$ cat config.mk
export PLATFORM = sky130hd
export DESIGN_NAME = rgb_to_vga_attribute_flat
export DESIGN_NICKNAME = d
export VERILOG_FILES = /design/src/design/rgb2vga_pkg.sv /design/src/design/rgb2vga_color_if.sv /design/src/design/rgb2vga_result_if.sv /design/src/design/rgb2vga_lane.sv /design/src/design/rgb2vga_merge.sv /design/src/design/rgb_to_vga_attribute.sv /design/src/flat_wrapper.sv
export VERILOG_INCLUDE_DIRS = /design/src /design/src/design
export SDC_FILE = /design/constraint.sdc
export NUM_CORES = 2
export LEC_CHECK = 0
export ABC_CLOCK_PERIOD_IN_PS = 47900
export BUFFER_PORTS_ARGS = -buffer_cell sky130_fd_sc_hd__buf_4
export CAP_MARGIN = 40
export CORE_MARGIN = 10
export CORE_UTILIZATION = 52
export CTS_CLUSTER_DIAMETER = 100
export DETAILED_ROUTE_END_ITERATION = 12
export MAX_ROUTING_LAYER = met4
export PLACE_DENSITY = 0.68
export SLEW_MARGIN = 20
export SYNTH_ARGS = -nofsm -noshare
export SYNTH_HDL_FRONTEND = slang
export SYNTH_SLANG_ARGS = --single-unit
$ cat constraint.sdc
create_clock -name clk -period 47.9 [get_ports clk]
set_input_delay 14.37 -clock clk [delete_from_list [all_inputs] [get_ports clk]]
set_output_delay 14.37 -clock clk [all_outputs]
set_load 0.05 [all_outputs]
$ cat src/design/rgb_to_vga_attribute_defines.svh
// ----------------------------------------------------------------------------
// rgb_to_vga_attribute_defines
// Assertion macros for the rgb_to_vga_attribute block.
// ----------------------------------------------------------------------------
// Both macros expect signals named clk and arst_n in the scope of use.
`ifndef RGB_TO_VGA_ATTRIBUTE_DEFINES_SVH
`define RGB_TO_VGA_ATTRIBUTE_DEFINES_SVH

// Same-cycle implication.
`define RGB2VGA_ASSERT_IMPL(label, ante, cons) \
	label: assert property (@(posedge clk) disable iff (!arst_n) (ante) |-> (cons)) \
		else $error("rgb_to_vga_attribute: assertion failed");

// Implication checked a fixed number of cycles later.
`define RGB2VGA_ASSERT_DELAY(label, ante, n, cons) \
	label: assert property (@(posedge clk) disable iff (!arst_n) (ante) |-> ##n (cons)) \
		else $error("rgb_to_vga_attribute: delayed assertion failed");

`endif

$ cat src/design/rgb2vga_pkg.sv
// ----------------------------------------------------------------------------
// rgb2vga_pkg
// Types, widths and constant tables shared by the RGB to VGA attribute block.
// ----------------------------------------------------------------------------
`default_nettype none

package rgb2vga_pkg;

	localparam int RGB_W    = 24;
	localparam int CHAN_W   = 8;
	localparam int PAL_SIZE = 16;
	localparam int INDEX_W  = 4;
	localparam int ATTR_W   = 8;
	// worst case 255 * (3 + 6 + 10) = 4845
	localparam int DIST_W   = 13;
	localparam int QUAD     = 4;

	typedef logic [INDEX_W-1:0] index_t;
	typedef logic [DIST_W-1:0]  dist_t;

	// per-stage load enables of the pipeline
	typedef struct packed {
		logic en_s1;
		logic en_s2;
		logic en_s3;
		logic en_s4;
	} pipe_ctl_t;

	// palette in ANSI order
	localparam logic [RGB_W-1:0] PALETTE [PAL_SIZE] = '{
		24'h000000, 24'hAA0000, 24'h00AA00, 24'hAA5500,
		24'h0000AA, 24'hAA00AA, 24'h00AAAA, 24'hAAAAAA,
		24'h555555, 24'hFF5555, 24'h55AA55, 24'hFFFF55,
		24'h5555FF, 24'hFF55FF, 24'h55FFFF, 24'hFFFFFF
	};

	// ANSI index to VGA color number (red and blue bits swap places)
	localparam index_t ANSI_TO_VGA [PAL_SIZE] = '{
		4'd0, 4'd4,  4'd2,  4'd6,  4'd1, 4'd5,  4'd3,  4'd7,
		4'd8, 4'd12, 4'd10, 4'd14, 4'd9, 4'd13, 4'd11, 4'd15
	};

endpackage

`default_nettype wire

$ cat src/design/rgb2vga_color_if.sv
// ----------------------------------------------------------------------------
// rgb2vga_color_if
// Input channel: one foreground/background color pair per request.
// ----------------------------------------------------------------------------
`default_nettype none

interface rgb2vga_color_if;
	import rgb2vga_pkg::*;

	logic             valid;
	logic             ready;
	logic [RGB_W-1:0] fg_rgb;
	logic [RGB_W-1:0] bg_rgb;

	modport source (output valid, output fg_rgb, output bg_rgb, input ready);
	modport sink   (input valid, input fg_rgb, input bg_rgb, output ready);
endinterface

`default_nettype wire

$ cat src/design/rgb2vga_result_if.sv
// ----------------------------------------------------------------------------
// rgb2vga_result_if
// Output channel: attribute byte and the two palette indices per request.
// ----------------------------------------------------------------------------
`default_nettype none

interface rgb2vga_result_if;
	import rgb2vga_pkg::*;

	logic              valid;
	logic              ready;
	logic [ATTR_W-1:0] attribute;
	index_t            fg_index;
	index_t            bg_index;

	modport source (output valid, output attribute, output fg_index, output bg_index,
		input ready);
	modport sink   (input valid, input attribute, input fg_index, input bg_index,
		output ready);
endinterface

`default_nettype wire

$ cat src/design/rgb2vga_lane.sv
// ----------------------------------------------------------------------------
// rgb2vga_lane
// Nearest palette entry for one color: 16 distance units, then a registered
// minimum tree (16 -> 4 -> 1). Ties keep the lower index.
// ----------------------------------------------------------------------------
`default_nettype none

module rgb2vga_lane import rgb2vga_pkg::*; (
	input  logic             clk,
	input  pipe_ctl_t        ctl,
	input  logic [RGB_W-1:0] rgb,
	output index_t           index
);

	function automatic logic [CHAN_W-1:0] abs_diff(input logic [CHAN_W-1:0] a,
		input logic [CHAN_W-1:0] b);
		return (a >= b) ? (a - b) : (b - a);
	endfunction

	function automatic dist_t weighted_dist(input logic [RGB_W-1:0] c,
		input logic [RGB_W-1:0] p);
		dist_t dr;
		dist_t dg;
		dist_t db;
		dr = dist_t'(abs_diff(c[23:16], p[23:16]));
		dg = dist_t'(abs_diff(c[15:8], p[15:8]));
		db = dist_t'(abs_diff(c[7:0], p[7:0]));
		return dr * dist_t'(3) + dg * dist_t'(6) + db * dist_t'(10);
	endfunction

	dist_t  dist_c    [PAL_SIZE];
	dist_t  dist_s1   [PAL_SIZE];
	dist_t  l1_d      [PAL_SIZE/2];
	index_t l1_i      [PAL_SIZE/2];
	dist_t  quad_d_c  [QUAD];
	index_t quad_i_c  [QUAD];
	dist_t  quad_d_s2 [QUAD];
	index_t quad_i_s2 [QUAD];
	dist_t  half_d    [QUAD/2];
	index_t half_i    [QUAD/2];
	index_t best_c;
	index_t index_s3;

	// stage 1: all distances
	always_comb begin
		for (int k = 0; k < PAL_SIZE; k++) begin
			dist_c[k] = weighted_dist(rgb, PALETTE[k]);
		end
	end

	always_ff @(posedge clk) begin
		if (ctl.en_s1) begin
			dist_s1 <= dist_c;
		end
	end

	// stage 2: first two tree levels; the higher index wins only if strictly closer
	always_comb begin
		for (int j = 0; j < PAL_SIZE/2; j++) begin
			if (dist_s1[2*j+1] < dist_s1[2*j]) begin
				l1_d[j] = dist_s1[2*j+1];
				l1_i[j] = INDEX_W'(2*j+1);
			end else begin
				l1_d[j] = dist_s1[2*j];
				l1_i[j] = INDEX_W'(2*j);
			end
		end
		for (int j = 0; j < QUAD; j++) begin
			if (l1_d[2*j+1] < l1_d[2*j]) begin
				quad_d_c[j] = l1_d[2*j+1];
				quad_i_c[j] = l1_i[2*j+1];
			end else begin
				quad_d_c[j] = l1_d[2*j];
				quad_i_c[j] = l1_i[2*j];
			end
		end
	end

	always_ff @(posedge clk) begin
		if (ctl.en_s2) begin
			quad_d_s2 <= quad_d_c;
			quad_i_s2 <= quad_i_c;
		end
	end

	// stage 3: last two levels
	always_comb begin
		for (int j = 0; j < QUAD/2; j++) begin
			if (quad_d_s2[2*j+1] < quad_d_s2[2*j]) begin
				half_d[j] = quad_d_s2[2*j+1];
				half_i[j] = quad_i_s2[2*j+1];
			end else begin
				half_d[j] = quad_d_s2[2*j];
				half_i[j] = quad_i_s2[2*j];
			end
		end
		best_c = (half_d[1] < half_d[0]) ? half_i[1] : half_i[0];
	end

	always_ff @(posedge clk) begin
		if (ctl.en_s3) begin
			index_s3 <= best_c;
		end
	end

	assign index = index_s3;

endmodule

`default_nettype wire

$ cat src/design/rgb2vga_merge.sv
// ----------------------------------------------------------------------------
// rgb2vga_merge
// Combines both lane indices into the VGA attribute byte; output register.
// ----------------------------------------------------------------------------
`default_nettype none

module rgb2vga_merge import rgb2vga_pkg::*; (
	input  logic              clk,
	input  pipe_ctl_t         ctl,
	input  index_t            fg_idx,
	input  index_t            bg_idx,
	output logic [ATTR_W-1:0] attribute,
	output index_t            fg_index,
	output index_t            bg_index
);

	logic [ATTR_W-1:0] attr_s4;
	index_t            fg_s4;
	index_t            bg_s4;

	always_ff @(posedge clk) begin
		if (ctl.en_s4) begin
			attr_s4 <= {ANSI_TO_VGA[bg_idx], ANSI_TO_VGA[fg_idx]};
			fg_s4   <= fg_idx;
			bg_s4   <= bg_idx;
		end
	end

	assign attribute = attr_s4;
	assign fg_index  = fg_s4;
	assign bg_index  = bg_s4;

endmodule

`default_nettype wire

$ cat src/design/rgb_to_vga_attribute.sv
// Converts a foreground/background RGB pair to a VGA text attribute byte. One
// request is taken every cycle unless a full pipeline waits on the output; a
// result passes the distance units, two registered halves of the minimum tree
// and the output register. Each stage moves when the next has room, so input
// flows while a result waits, until earlier stages fill. Throughput is set by
// the two fully pipelined lanes, each with sixteen distance units in parallel.
// ----------------------------------------------------------------------------
// rgb_to_vga_attribute
// Top level: valid tracking per stage, two matching lanes and the merge stage.
// ----------------------------------------------------------------------------
`default_nettype none

`include "rgb_to_vga_attribute_defines.svh"

module rgb_to_vga_attribute import rgb2vga_pkg::*; (
	input  logic                    clk,
	input  logic                    arst_n,
	rgb2vga_color_if.sink           color,
	rgb2vga_result_if.source        result
);

	logic      v_s1;
	logic      v_s2;
	logic      v_s3;
	logic      v_s4;
	pipe_ctl_t ctl;
	index_t    fg_idx;
	index_t    bg_idx;

	// a stage loads when it is empty or its content moves on
	assign ctl.en_s4 = !v_s4 || result.ready;
	assign ctl.en_s3 = !v_s3 || ctl.en_s4;
	assign ctl.en_s2 = !v_s2 || ctl.en_s3;
	assign ctl.en_s1 = !v_s1 || ctl.en_s2;

	assign color.ready  = ctl.en_s1;
	assign result.valid = v_s4;

	always_ff @(posedge clk or negedge arst_n) begin
		if (!arst_n) begin
			v_s1 <= 1'b0;
			v_s2 <= 1'b0;
			v_s3 <= 1'b0;
			v_s4 <= 1'b0;
		end else begin
			if (ctl.en_s1) v_s1 <= color.valid;
			if (ctl.en_s2) v_s2 <= v_s1;
			if (ctl.en_s3) v_s3 <= v_s2;
			if (ctl.en_s4) v_s4 <= v_s3;
		end
	end

	rgb2vga_lane u_lane_fg (
		.clk   (clk),
		.ctl   (ctl),
		.rgb   (color.fg_rgb),
		.index (fg_idx)
	);

	rgb2vga_lane u_lane_bg (
		.clk   (clk),
		.ctl   (ctl),
		.rgb   (color.bg_rgb),
		.index (bg_idx)
	);

	rgb2vga_merge u_merge (
		.clk       (clk),
		.ctl       (ctl),
		.fg_idx    (fg_idx),
		.bg_idx    (bg_idx),
		.attribute (result.attribute),
		.fg_index  (result.fg_index),
		.bg_index  (result.bg_index)
	);

	`RGB2VGA_ASSERT_IMPL(a_fg_nibble, result.valid,
		result.attribute[3:0] == ANSI_TO_VGA[result.fg_index])
	`RGB2VGA_ASSERT_IMPL(a_bg_nibble, result.valid,
		result.attribute[7:4] == ANSI_TO_VGA[result.bg_index])
	`RGB2VGA_ASSERT_DELAY(a_latency,
		color.valid && color.ready && !v_s1 && !v_s2 && !v_s3 && !v_s4, 4, result.valid)

endmodule

`default_nettype wire

$ cat src/flat_wrapper.sv
// flat-port wrapper written by rule: the top's interface ports become plain ports
module rgb_to_vga_attribute_flat import rgb2vga_pkg::*;
  (clk, arst_n, color_valid, color_fg_rgb, color_bg_rgb, color_ready, result_valid, result_attribute, result_fg_index, result_bg_index, result_ready);
  rgb2vga_color_if color_i ();
  rgb2vga_result_if result_i ();
  input  logic clk;
  input  logic arst_n;
  input wire logic [$bits(color_i.valid)-1:0] color_valid;
  input wire logic [$bits(color_i.fg_rgb)-1:0] color_fg_rgb;
  input wire logic [$bits(color_i.bg_rgb)-1:0] color_bg_rgb;
  output wire logic [$bits(color_i.ready)-1:0] color_ready;
  output wire logic [$bits(result_i.valid)-1:0] result_valid;
  output wire logic [$bits(result_i.attribute)-1:0] result_attribute;
  output wire logic [$bits(result_i.fg_index)-1:0] result_fg_index;
  output wire logic [$bits(result_i.bg_index)-1:0] result_bg_index;
  input wire logic [$bits(result_i.ready)-1:0] result_ready;
  assign color_i.valid = color_valid;
  assign color_i.fg_rgb = color_fg_rgb;
  assign color_i.bg_rgb = color_bg_rgb;
  assign color_ready = color_i.ready;
  assign result_valid = result_i.valid;
  assign result_attribute = result_i.attribute;
  assign result_fg_index = result_i.fg_index;
  assign result_bg_index = result_i.bg_index;
  assign result_i.ready = result_ready;
  rgb_to_vga_attribute u_core (.clk(clk), .arst_n(arst_n), .color(color_i), .result(result_i));
endmodule
==> results_dict.tcl <==
set metrics [dict create \
    worstRegToRegCells 25 \
    mostFrequentLayoutCell "ha_1" \
    synth.distinct_cells 98 \
    core-area_mm2 0.111 \
    worstMarginPinSlew_ns 0.977 \
    crit_type "input pin to output pin" \
    final_antenna_net_count 0 \
    worstSetupStartpointType "input pin" \
    synth_edf_count 515 \
    die_h_um 354 \
    cp_slowest_cell "nor2b_1" \
    dieArea_mm2 0.126 \
    htreeDepth 2 \
    avgRoutedWirePerCell_um 20.5 \
    numCtsBuffers 60 \
    hold_class "flop to flop" \
    gp_congestion 0.950 \
    std_cell_rows 122 \
    worstSetupEndpointType "output pin" \
    syn-num-nets 7274 \
    grt.overflow.total 0 \
    cts_buffer_depth 3 \
    setup_violations 0 \
    area_growth_pct 8.15 \
    syn-cell-area_mm2 0.0581 \
    cts.clk_slew.worst_paths_ns 0.06 \
    drt_first_pass_iters 5 \
    mostFrequentLayoutCells "1124 x ha_1, 864 x inv_1, 599 x a21oi_1" \
    stdcell_area_mm2 0.0628 \
    hold_ws_ns 0.420 \
    crit_top_cell "buf_4" \
    worstPathMaxFanout 49 \
    fmax_mhz 33.3 \
    fin_skew_ns 0.0263 \
    ys_seq_area_share_pct 26.8 \
    antenna_found_initial 2 \
    crit_arrival_ns 15.70 \
    cp.required_ns 33.53 \
    start_util_pct 52.4 \
    die_width_um 354 \
    status "finished, final reports clean" \
    grt_first_pass_wirelength_mm 239 \
    finalHoldViolations 0 \
    cap_viol_max_count 0 \
    place_area_mm2 0.0606 \
    drt_iter0_markers 3394 \
    crit_end "color_ready" \
    clock_sinks 519 \
    drive_above_1_share_pct 5.24 \
    cpPeakStageDelay_ns 0.36 \
    fin_crit_ns 30.07 \
    clkLatencyLatePin_ns 0.68 \
    drcViolationCount 0 \
    path_buf_inv 3 \
    ios 70 \
    fin_crit_sh_pct 62.8 \
    vias_per_cell 5.71 \
    ctsResizeCount 0 \
    fillers 9606 \
    grt_pass1_vias 42400 \
    cpLargestDelayFamily "buffers and inverters" \
    layout.nets 7361 \
    synth-main-ff-cell "edfxtp_1" \
    r2r_setup_slack_ns 41.29 \
    cts_tree "yes" \
    cts_root_buffer "clkbuf_16" \
    maxSlewViolCount 0 \
    synth_cells 5966 \
    ys_ff_latch 519 \
    gr-usage-all-layers_pct 24.9 \
    timing.rr.start "u_core.u_lane_fg.dist_s1[196]" \
    crit_path_cell_trace "buf_4, nor2b_1, nand4_1, buf_4, buf_4" \
    timing.setup.tns_ns 0 \
    r2r-end "u_core.u_lane_fg.quad_d_s2[27]" \
    yosys_warnings 0 \
    cts_hold_buf 0 \
    post_cts_buffers 0 \
    grt_max_degree 148 \
    finalWirelength_mm 155 \
    io_buffers 69 \
    critPathLaunch "result_ready" \
    slew_headroom_pct 34.8 \
    rsz0062_at_grt "no" \
    path_depth 5 \
    vias 43400 \
    dpl.hpwl_mm 129 \
    synthArstFlopShare_pct 0.771 \
    avgSynthCellArea_um2 9.74 \
]
cell type report:
| class | instances | area (µm²) | share of cell area [%] |
|---|---|---|---|
| tap | 1488 | 1860 | 2.96 |
| clock inverter | 38 | 512 | 0.814 |
| clock buffer | 74 | 1610 | 2.57 |
| inverter | 867 | 3250 | 5.18 |
| multi-input combinational | 4471 | 38900 | 61.9 |
| sequential | 519 | 15600 | 24.8 |
| timing repair buffer | 134 | 1120 | 1.79 |
| antenna | 1 | 2.50 | 0.00398 |
logic make-up after synthesis:
logic type               after synthesis  share of synthesized area, %
AO/OA/AOI/OAI                       1566                          17.0
buffers and inverters                976                          6.44
adder cells (fa/ha/maj)             1266                          28.9
XOR/XNOR                             601                          9.13
multiplexers                         334                          5.85
flip-flops                           519                          26.8
AND/OR/NAND/NOR                      704                          5.88
synth_stat cells (all sizes together) (14+ instances only):
master / count / share of area [%]
buf: 38 / 0.38
nand3: 24 / 0.21
xor2: 143 / 2.2
o211ai: 31 / 0.40
inv: 864 / 5.6
ha: 1124 / 24
nand2: 148 / 0.96
or3: 17 / 0.19
o21ai: 248 / 2.1
clkbuf: 71 / 0.46
nor3: 37 / 0.32
nor2: 236 / 1.5
a21o: 228 / 2.9
o31ai: 14 / 0.24
edfxtp: 515 / 27
o21bai: 199 / 2.6
a21oi: 602 / 5.2
mux2: 36 / 0.70
mux2i: 297 / 5.1
xnor2: 456 / 6.9
nand4: 46 / 0.50
nor2b: 60 / 0.65
fa: 132 / 4.5
and2: 29 / 0.31
a31oi: 33 / 0.41
o21a: 92 / 1.2
nand2b: 63 / 0.68
layer usage:
layer / vias up / track usage [%] / part of all wire [%] / wire length (µm)
li1: 21300 / - / - / -
met1: 20900 / 34.9 / 48 / 74200
met2: 1037 / 38.3 / 44 / 68500
met3: 202 / 2.72 / 5.9 / 9110
met4: 0 / 5.65 / 2.3 / 3570
met5: - / - / 0 / 0
worst min path at each step:
stage | start | endpoint | slack [ns] | depth (start not counted)
after floorplan | u_core.u_lane_fg.index[2] | u_core.u_merge.attribute[0] | 0.40 | 0
after global placement | u_core.u_lane_fg.index[3] | u_core.u_merge.attribute[3] | 0.41 | 0
after detailed placement | u_core.u_lane_fg.index[3] | u_core.u_merge.attribute[3] | 0.40 | 0
after CTS | u_core.u_lane_bg.index[1] | u_core.u_merge.attribute[5] | 0.42 | 0
after global routing | u_core.u_lane_bg.index[1] | u_core.u_merge.attribute[5] | 0.43 | 0
final | u_core.u_lane_fg.index[3] | u_core.u_merge.attribute[3] | 0.42 | 0
flip-flops by register name, summed over array words and instances, names as in the netlist, 8 cells and up:
register	cells
u_core.u_lane_bg.dist_s1	190
u_core.u_lane_fg.dist_s1	189
u_core.u_lane_fg.quad_d_s2	52
u_core.u_lane_bg.quad_d_s2	52
u_core.u_lane_fg.quad_i_s2	8
u_core.u_lane_bg.quad_i_s2	8
u_core.u_merge.attribute	8
per-stage QoR:
step	std cells	setup WS (ns)	utilization, %
floorplan	5966	8.24	-
global placement	7444	17.83	54.4
detailed placement	7474	17.83	54.7
CTS	7586	17.82	56.6
global route	7592	17.74	56.7
finish	7592	17.83	56.7
Power is not shown: default switching activity piles up to over one toggle a cycle in this logic, so the estimate is an artifact.
